==> config.mk <==
export PLATFORM = sky130hd
export DESIGN_NAME = smbs_ctrl
export DESIGN_NICKNAME = d
export VERILOG_FILES = /design/src/rtl/core/smbs_pkg.sv /design/src/rtl/core/smbs_ctrl.sv
export SDC_FILE = /design/constraint.sdc
export NUM_CORES = 1
export LEC_CHECK = 0
export BUFFER_PORTS_ARGS = -buffer_cell sky130_fd_sc_hd__buf_2
export CAP_MARGIN = 25
export CORE_AREA = 2 2 39 41
export DETAILED_ROUTE_END_ITERATION = 7
export DIE_AREA = 0 0 41 43
export SKIP_LAST_GASP = 1
export SLEW_MARGIN = 20
export SYNTH_ARGS = -nofsm -noshare
export SYNTH_HDL_FRONTEND = slang
export SYNTH_SLANG_ARGS = --single-unit
==> constraint.sdc <==
create_clock -name clk -period 2.35 [get_ports clk]
set_clock_uncertainty 0.15 [all_clocks]
set_input_delay 0.47 -clock clk [delete_from_list [all_inputs] [get_ports clk]]
set_output_delay 0.47 -clock clk [all_outputs]
set_load 0.01 [all_outputs]
==> src/rtl/core/smbs_pkg.sv <==
// ----------------------------------------------------------------------------
// smbs_pkg
// Shared constants and controller/datapath interface types.
// ----------------------------------------------------------------------------
package smbs_pkg;

  localparam int MAX_ROWS_DEFAULT    = 32;
  localparam int MAX_COLUMNS_DEFAULT = 32;

  localparam int VALUE_W     = 32;
  localparam int REG_W       = 6;
  localparam int CFG_INDEX_W = 1;

  localparam logic [CFG_INDEX_W-1:0] ROW_COUNT_IDX    = 1'b0;
  localparam logic [CFG_INDEX_W-1:0] COLUMN_COUNT_IDX = 1'b1;

  localparam logic KIND_LOAD  = 1'b0;
  localparam logic KIND_QUERY = 1'b1;

  typedef struct packed {
    logic store_write;
    logic latch_key;
    logic size_calc;
    logic first;
    logic step;
  } smbs_cmd_t;

  typedef struct packed {
    logic hit;
    logic more;
  } smbs_status_t;

endpackage

==> src/rtl/core/smbs_ctrl.sv <==
// ----------------------------------------------------------------------------
// smbs_ctrl
// Sequencer for loads and queries, result register and handshakes.
// ----------------------------------------------------------------------------
module smbs_ctrl
  import smbs_pkg::*;
(
  input  logic         clk,
  input  logic         rst,
  input  logic         item_valid,
  output logic         item_stall,
  input  logic         kind,
  output logic         result_valid,
  input  logic         result_stall,
  output logic         found,
  output smbs_cmd_t    cmd,
  input  smbs_status_t status
);

  typedef enum logic [4:0] {
    IDLE  = 5'b00001,
    SIZE  = 5'b00010,
    FIRST = 5'b00100,
    PROBE = 5'b01000,
    DONE  = 5'b10000
  } state_t;

  state_t state;
  state_t state_next;
  logic   found_next;
  logic   accept;

  assign item_stall   = (state != IDLE);
  assign result_valid = (state == DONE);
  assign accept       = item_valid && (state == IDLE);

  always_comb begin
    cmd             = '0;
    cmd.store_write = accept && (kind == KIND_LOAD);
    cmd.latch_key   = accept && (kind == KIND_QUERY);
    cmd.size_calc   = (state == SIZE);
    cmd.first       = (state == FIRST);
    cmd.step        = (state == PROBE) && !status.hit;
  end

  always_comb begin
    state_next = state;
    found_next = found;
    case (state)
      IDLE: begin
        if (accept && kind == KIND_QUERY) state_next = SIZE;
      end
      SIZE: state_next = FIRST;
      FIRST: begin
        if (status.more) begin
          state_next = PROBE;
        end else begin
          found_next = 1'b0;
          state_next = DONE;
        end
      end
      PROBE: begin
        if (status.hit) begin
          found_next = 1'b1;
          state_next = DONE;
        end else if (!status.more) begin
          found_next = 1'b0;
          state_next = DONE;
        end
      end
      DONE: begin
        if (!result_stall) state_next = IDLE;
      end
      default: state_next = IDLE;
    endcase
  end

  always_ff @(posedge clk) begin
    if (rst) begin
      state <= IDLE;
    end else begin
      state <= state_next;
    end
  end

  always_ff @(posedge clk) begin
    found <= found_next;
  end

endmodule

==> results of run 1 <==
cells by family after synthesis:
kind of cell	Yosys count
AND/OR/NAND/NOR	21
AO/OA/AOI/OAI	8
flip-flops	6
buffers and inverters	1
power groups by stage:
stage	registers (mW)	clock network, mW	logic [mW]
floorplan	0.122	0	0.0653
global placement	0.124	0	0.0899
detailed placement	0.124	0	0.0911
CTS	0.122	0.120	0.0916
global route	0.123	0.123	0.131
finish	0.122	0.115	0.117
path summary, 6_finish.rpt:
check                         from                    end  slack [ns]  depth (start not counted)
max          state[3]$_SDFFE_PP0P_                 cmd[3]        0.12                          4
min                            rst  state[2]$_SDFFE_PP0P_        0.28                          2
max reg2reg  state[3]$_SDFFE_PP0P_  state[4]$_SDFFE_PP0P_        0.68                          6
min reg2reg        found$_DFFE_PP_        found$_DFFE_PP_        0.43                          1
flip-flops by register name (all words and copies together), names as in the netlist:
signal,flops
state,5
found,1
metal layers:
layer  GRT usage [%]  vias to the layer above  part of all wire, %
met5               0                        -                    0
met4            14.0                        0                  4.8
met3            5.24                        5                  8.1
met2            16.3                       19                   46
met1            14.5                      148                   41
li1                -                      174                    -
worst max-delay path, stage by stage, from the launching register on:
cell	delay, ns
dfxtp_1	0.33
or3_4	0.41
nor3b_4	0.28
and3_1	0.21
buf_2	0.13
cell usage in the layout (no fill, tap or decap), drive strengths merged:
cell type / instances
a21oi: 2
a221o: 1
a221oi: 1
a222oi: 1
a22o: 1
and2b: 1
and3: 1
buf: 17
clkbuf: 4
dfxtp: 5
edfxtp: 1
inv: 1
nand2: 3
nand2b: 1
nor2: 5
nor2b: 2
nor3: 2
nor3b: 3
o21ai: 1
o31ai: 1
or2b: 1
or3: 2
per-stage QoR:
stage	cells	total power [mW]	area [um^2]
5_1_grt	73	0.377	469
3_5_place_dp	66	0.215	420
2_1_floorplan	36	0.187	330
4_1_cts	70	0.333	447
3_3_place_gp	66	0.214	420
6_report	73	0.354	469
what timing repair did:
item,CTS,global route
setup buffers,0,3
endpoints found under the hold margin,0,0
setup endpoints to repair,0,2
layout make-up:
| type | count | area, um^2 |
|---|---|---|
| fillers | 146 | 915 |
| multi-input cells | 29 | 196 |
| flip-flops and latches | 6 | 130 |
| repair buffers | 17 | 92.6 |
| clock buffers | 4 | 26.3 |
| well taps | 16 | 20.0 |
| inverters | 1 | 3.75 |
==> out/qor.yml, run 1 <==
syn_area_per_cell_um2: 9.18
vias_per_cell: 4.74
ir_drop_mv: 0.248
worstMarginPinSlew_ns: 0.368
path_class: "reg -> out"
numPortBuffers: 14
grt_pass1_wl_um: 1400
grt.total_usage_pct: 12.9
grt_max_degree: 9
ys_types: 21
clk_latency_ns: 0.26
vias: 346
fin_hold_ws_ns: 0.284
cts.sinks: 6
drive_gt1_share_pct: 40.4
fin_util_pct: 33.9
synth_top_area_share_pct: 30.3
ctsHoldBuffers: 0
cap_violations: 0
cts_tree: "built"
cts_buffers: 3
rows: 14
netSwitchingFraction_pct: 30.8
overflow: 0
nNetsFinal: 65
pre_cts_ws_ns: 0.330
timing.slew.headroom_pct: 75.3
ys_seq_area_share_pct: 39.4
ctsResizeCount: 0
p_leak_nw: 0.216
clock_path_buffers: 2
drt-initial-drc-count: 10
clkPwrFrac_pct: 32.5
synth_adder_area_share_pct: 0
clkTransAtPathRegs_ns: 0.06
p_per_area_mw_per_mm2: 755
synth_top_cells_by_count: "dfxtp_1, nor2_1, nand2_1"
yosys.area_share.simple_pct: 41.3
finalHoldViolCount: 0
fin_tns_setup_ns: 0
drcViolationCount: 0
cp-start-kind: "flop"
drt_wl_total_um: 838
end_kind: "output port"
arrival_ns: 1.61
ant_nets: 0
ys_warn_count: 0
antennaDiodeCount: 0
synth_top_family_by_area: "simple AND/OR/NAND/NOR gates"
htree_num_levels: 1
fmax_mhz: 448
synthMuxAreaShare_pct: 0
synth_xor_area_share_pct: 0
p_int_mw: 0.245
p_comb_share_pct: 33.0
worstPathMaxFanout: 6
synth_compound_area_share_pct: 18.2
p_sw_mw: 0.109
firstDrtPassIters: 4
core-area_mm2: 0.00138
min_period_ns: 2.23
synth_edf_count: 1
chipHeight_um: 43
wl_per_cell_um: 11.5
seqPwrFrac_pct: 34.5
synth_area_leaders: "dfxtp_1, edfxtp_1, or3_4"
dieArea_mm2: 0.00176
netlist_instances: 36
root_buffer: "clkbuf_4"
synthFlopType: "dfxtp_1"
grt_pass1_vias: 331
ioPinCount: 15
syn-num-nets: 43
period_share_pct: 95.0
synth_area_um2: 330
start_util_pct: 23.9
yosysTopAreaCell: "dfxtp_1"
slew_violations: 0
die_w_um: 41
hp-class: "in -> reg"
fin_ws_ns: 0.118
required_ns: 1.73
gp_congestion: 0.759
rsz0062_at_grt: "false"
ys_ff_latch: 6
async_flop_share_pct: 0
syn_to_final_growth_pct: 42.0
antenna_found_initial: 0
setup_viol_count_final: 0
status: "finished, final reports clean"
Power figures use the tool's default switching activity.
==> inputs of run 2 (changes only) <==
- ABC_CLOCK_PERIOD_IN_PS: unset -> 2350
- PLACE_DENSITY: unset -> 0.56
==> out/qor.yml, run 2 (synthesis results as in run 1) <==
status: "finished, final reports clean"
timing.slew.headroom_pct: 74.6  # -0.64 points
htree_num_levels: 1  # unchanged
ctsHoldBuffers: 0  # unchanged
core-area_mm2: 0.00138  # unchanged
required_ns: 1.73  # about the same
cp_slowest_cell: "or3_4"
antennaDiodeCount: 0  # unchanged
fin_ws_ns: 0.143  # +0.0251 ns
cts.sinks: 6  # unchanged
top_regs: "state x5, found x1"
pre_cts_ws_ns: 0.333  # +0.00354 ns
grt_max_degree: 9  # unchanged
drt-initial-drc-count: 8  # -2
syn_to_final_growth_pct: 42.0  # unchanged
min_period_ns: 2.21  # -0.0251 ns
finalHoldViolCount: 0  # unchanged
setup_viol_count_final: 0  # unchanged
p_leak_nw: 0.216  # unchanged
drcViolationCount: 0  # unchanged
worstPathMaxFanout: 5  # -1
critPathLaunch: "state[4]$_SDFFE_PP0P_"
rsz0062_at_grt: "false"
clk_latency_ns: 0.25  # about the same
cts_setup_buffers: 0  # unchanged
ir_drop_mv: 0.238  # -4.1%
slew_violations: 0  # unchanged
worstMarginPinSlew_ns: 0.377  # +0.00956 ns
cts_buffers: 3  # unchanged
p_per_area_mw_per_mm2: 729  # -3.4%
ioPinCount: 15  # unchanged
overflow: 0  # unchanged
end_kind: "output port"
rows: 14  # unchanged
start_util_pct: 23.9  # unchanged
fin_hold_ws_ns: 0.323  # +0.0391 ns
die_w_um: 41  # unchanged
max_stage_delay_ns: 0.42  # about the same
dp_cells: 66  # unchanged
largest_reg_flops: 5  # unchanged
clkTransAtPathRegs_ns: 0.05  # about the same
hpwl_um: 597
clock_path_buffers: 2  # unchanged
regMostFlops: "state"
path_class: "reg -> out"
gp_congestion: 0.690  # -9.1%
layout_commonest_cell: "buf_2"
chipHeight_um: 43  # unchanged
ant_nets: 0  # unchanged
fin_tns_setup_ns: 0  # unchanged
grt_pass1_wl_um: 1170  # -16%
drt_wl_total_um: 782  # -6.7%
firstDrtPassIters: 4  # unchanged
antenna_found_initial: 0  # unchanged
grt_pass1_vias: 301  # -9.1%
vias_per_cell: 4.74  # unchanged
cts_tree: "built"
min_from: "rst"
nNetsFinal: 65  # unchanged
ctsResizeCount: 0  # unchanged
grt.total_usage_pct: 10.7  # -2.2 points
cap_violations: 0  # unchanged
dieArea_mm2: 0.00176  # unchanged
period_share_pct: 93.9  # -1.1 points
wl_per_cell_um: 10.7  # -6.7%
reg2reg_from: "state[4]$_SDFFE_PP0P_"
hp-class: "in -> reg"
path_delay_family: "simple AND/OR/NAND/NOR gates"
instances_no_fill: 73  # unchanged
drive_gt1_share_pct: 40.4  # unchanged
root_buffer: "clkbuf_4"
final_cell_mix: "buf_2, nor2_1, dfxtp_1"
arrival_ns: 1.59  # -0.02 ns
path_buf_inv: 1  # unchanged
cp-start-kind: "flop"
vias: 346  # unchanged
numPortBuffers: 14  # unchanged
fmax_mhz: 453  # +1.1%
crit_chain: "or3_4 -> nor3_1 -> buf_2"
[run 2: cell counts in the layout (fill, tap and decap cells not counted)]
No cell type changed its count.
[run 2: stage by stage]
stage	cell area, um^2	utilization, %	total power [mW]
final	469	33.9	0.342
after global routing	469	33.9	0.370
after CTS	447	32.3	0.324
after detailed placement	420	30.4	0.215
after global placement	420	30.4	0.215
after floorplan	330	-	0.187
[run 2: power breakdown]
part,switching (mW),total [mW],internal [mW]
Sequential,0.00928,0.122,0.113
Clock,0.0389,0.103,0.0644
Combinational,0.0496,0.117,0.0671
[run 2: final cells by class]
| type | instances | area (um^2) |
|---|---|---|
| fillers | 158 | 915 |
| multi-input cells | 29 | 196 |
| flip-flops and latches | 6 | 130 |
| repair buffers | 17 | 92.6 |
| clock buffers | 4 | 26.3 |
| well taps | 16 | 20.0 |
| inverters | 1 | 3.75 |
[run 2: layer usage]
layer	global-route usage [%]	share of wire, %	wire, um
met3	6.28	7.5	59
met4	8.00	0	0
met1	12.3	46	359
met2	13.8	46	363
met5	0	0	0
[run 2: worst register-to-register path, cell delays in order, from the launching register on]
cell and delay (ns):
dfxtp_1 0.35, or3_4 0.43, nor3_1 0.35, a221oi_1 0.14, nor2b_1 0.15
[run 2: path summary, 6_finish.rpt]
path,slack (ns),endpoint,cells past startpoint
worst min-delay path,0.32,state[2]$_SDFFE_PP0P_,2
worst min register to register,0.43,found$_DFFE_PP_,1
worst max-delay path,0.14,cmd[0],3
worst max register to register,0.66,state[4]$_SDFFE_PP0P_,4
==> inputs of run 3 (changes only) <==
--- a/config.mk
+++ b/config.mk
@@ -6,5 +6,5 @@
 export NUM_CORES = 1
 export LEC_CHECK = 0
-export ABC_CLOCK_PERIOD_IN_PS = 2350
+export ABC_CLOCK_PERIOD_IN_PS = 2300
 export BUFFER_PORTS_ARGS = -buffer_cell sky130_fd_sc_hd__buf_2
 export CAP_MARGIN = 25
==> constraint.sdc (replaced) <==
create_clock -name clk -period 2.3 [get_ports clk]
set_clock_uncertainty 0.15 [all_clocks]
set_input_delay 0 -clock clk [delete_from_list [all_inputs] [get_ports clk]]
set_output_delay 0 -clock clk [all_outputs]
set_load 0.01 [all_outputs]
==> out/qor.yml, run 3 (synthesis results as in run 1) <==
nFillCells: 147  # -7.0%
grt_pass1_vias: 335  # +11%
dp_cells: 66  # unchanged
largest_reg_flops: 5  # unchanged
top_regs: "state x5, found x1"
nNetsFinal: 69  # +6.2%
vias: 354  # +2.3%
grt_max_degree: 9  # unchanged
wl_per_cell_um: 10.5  # -2.4%
slew_violations: 0  # unchanged
chipHeight_um: 43  # unchanged
ioPinCount: 15  # unchanged
arrival_ns: 2.11  # +0.52 ns
cp_slowest_cell: "dlygate4sd3_1"
setup_viol_count_final: 0  # unchanged
rsz0062_at_grt: "false"
cts_tree: "built"
netSwitchingFraction_pct: 29.3  # +0.79 points
overflow: 0  # unchanged
core-area_mm2: 0.00138  # unchanged
worstPathMaxFanout: 5  # unchanged
finalHoldViolCount: 0  # unchanged
drcViolationCount: 0  # unchanged
firstDrtPassIters: 4  # unchanged
hp-class: "in -> reg"
drt_wl_total_um: 805  # +2.9%
rows: 14  # unchanged
min_period_ns: 2.06
clkPwrFrac_pct: 32.5  # +2.3 points
path_class: "reg -> reg"
timing.slew.headroom_pct: 77.2  # +2.5 points
cp-start-kind: "flop"
fmax_mhz: 485
syn_to_final_growth_pct: 56.4
drive_gt1_share_pct: 32.8  # -7.6 points
final_cell_mix: "buf_2, dlygate4sd3_1, nor2_1, dfxtp_1"
cap_violations: 0  # unchanged
root_buffer: "clkbuf_4"
p_comb_share_pct: 30.3  # -3.8 points
period_share_pct: 89.6
layout_commonest_cell: "buf_2"
htree_num_levels: 1  # unchanged
instances_no_fill: 77  # +5.5%
fin_tns_setup_ns: 0  # unchanged
dieArea_mm2: 0.00176  # unchanged
drt-initial-drc-count: 8  # unchanged
die_w_um: 41  # unchanged
p_int_mw: 0.236  # -3.6%
p_sw_mw: 0.0978  # +0.14%
antenna_found_initial: 0  # unchanged
clk_latency_ns: 0.25  # about the same
seqPwrFrac_pct: 37.2  # +1.5 points
max_stage_delay_ns: 0.57  # +0.15 ns
clock_path_buffers: 2  # unchanged
regMostFlops: "state"
cts.sinks: 6  # unchanged
grt.total_usage_pct: 12.2  # +1.5 points
ir_drop_mv: 0.231  # -2.8%
ctsResizeCount: 0  # unchanged
numPortBuffers: 14  # unchanged
status: "finished, final reports clean"
cts_buffers: 3  # unchanged
gp_congestion: 0.660  # -4.3%
required_ns: 2.35  # +0.62 ns
start_util_pct: 23.9  # unchanged
ant_nets: 0  # unchanged
fin_util_pct: 37.3  # +3.4 points
grt_pass1_wl_um: 1370  # +16%
end_kind: "flop"
clkTransAtPathRegs_ns: 0.06  # about the same
p_per_area_mw_per_mm2: 645  # -12%
vias_per_cell: 4.60  # -3.0%
crit_chain: "or3_4 -> nor3_1 -> nor2_1 -> nor3b_1 -> dlygate4sd3_1"
antennaDiodeCount: 0  # unchanged
worstMarginPinSlew_ns: 0.342  # -0.0356 ns
p_leak_nw: 0.234  # +8.4%
cts_setup_buffers: 0  # unchanged
-- run 3: cell types whose count changed in the layout (fill, tap and decap cells not counted), sizes merged --
cell and delta:
buf -3, dlygate4sd3 +7
-- run 3: worst max-delay path: cells and delay by family, from the launching register on --
kind                   cells  cell delay [ns]
buffers and inverters      1             0.57
DFF                        1             0.34
and+or+nand+nor            4             0.96
-- run 3: metrics by stage --
step | power, mW | cell area [um^2] | hold WS, ns | worst slack [ns]
final | 0.333 | 517 | 0.351 | 0.238
after global placement | 0.221 | 420 | 0.0826 | 0.653
after detailed placement | 0.220 | 420 | 0.0858 | 0.662
after CTS | 0.342 | 517 | 0.349 | 0.227
after global routing | 0.363 | 517 | 0.366 | 0.0912
after floorplan | 0.192 | 330 | -0.102 | 0.589
-- run 3: final cells by class --
cell class	count	area (um^2)	area share (%)
sequential	6	130	25.2
clock buffer	4	26.3	5.08
tap	16	20.0	3.87
inverter	1	3.75	0.726
multi-input combinational	29	196	38.0
timing repair buffer	21	140	27.1
-- run 3: final timing paths --
kind	cells after the start	end	from	slack, ns
max reg2reg	5	state[3]$_SDFFE_PP0P_	state[4]$_SDFFE_PP0P_	0.24
min	3	state[2]$_SDFFE_PP0P_	rst	0.35
min reg2reg	3	state[2]$_SDFFE_PP0P_	state[1]$_SDFFE_PP0P_	0.43
max	5	state[3]$_SDFFE_PP0P_	state[4]$_SDFFE_PP0P_	0.24
-- run 3: layer usage --
layer	vias to the layer above	wire (um)	track usage [%]
li1	185	-	-
met1	153	384	15.9
met2	14	344	14.7
met3	2	64	3.66
met4	0	12	12.0
met5	-	0	0
-- run 3: what timing repair did --
item	in CTS	in global routing
hold buffers	7	0
hold endpoints to repair	6	0
setup endpoints to repair	0	0
-- run 3: power by group through the flow --
stage	Sequential (mW)	Combinational (mW)	Clock, mW
after detailed placement	0.126	0.0939	0
after global routing	0.126	0.113	0.124
after floorplan	0.125	0.0667	0
after global placement	0.126	0.0947	0
after CTS	0.124	0.102	0.116
final	0.124	0.101	0.108
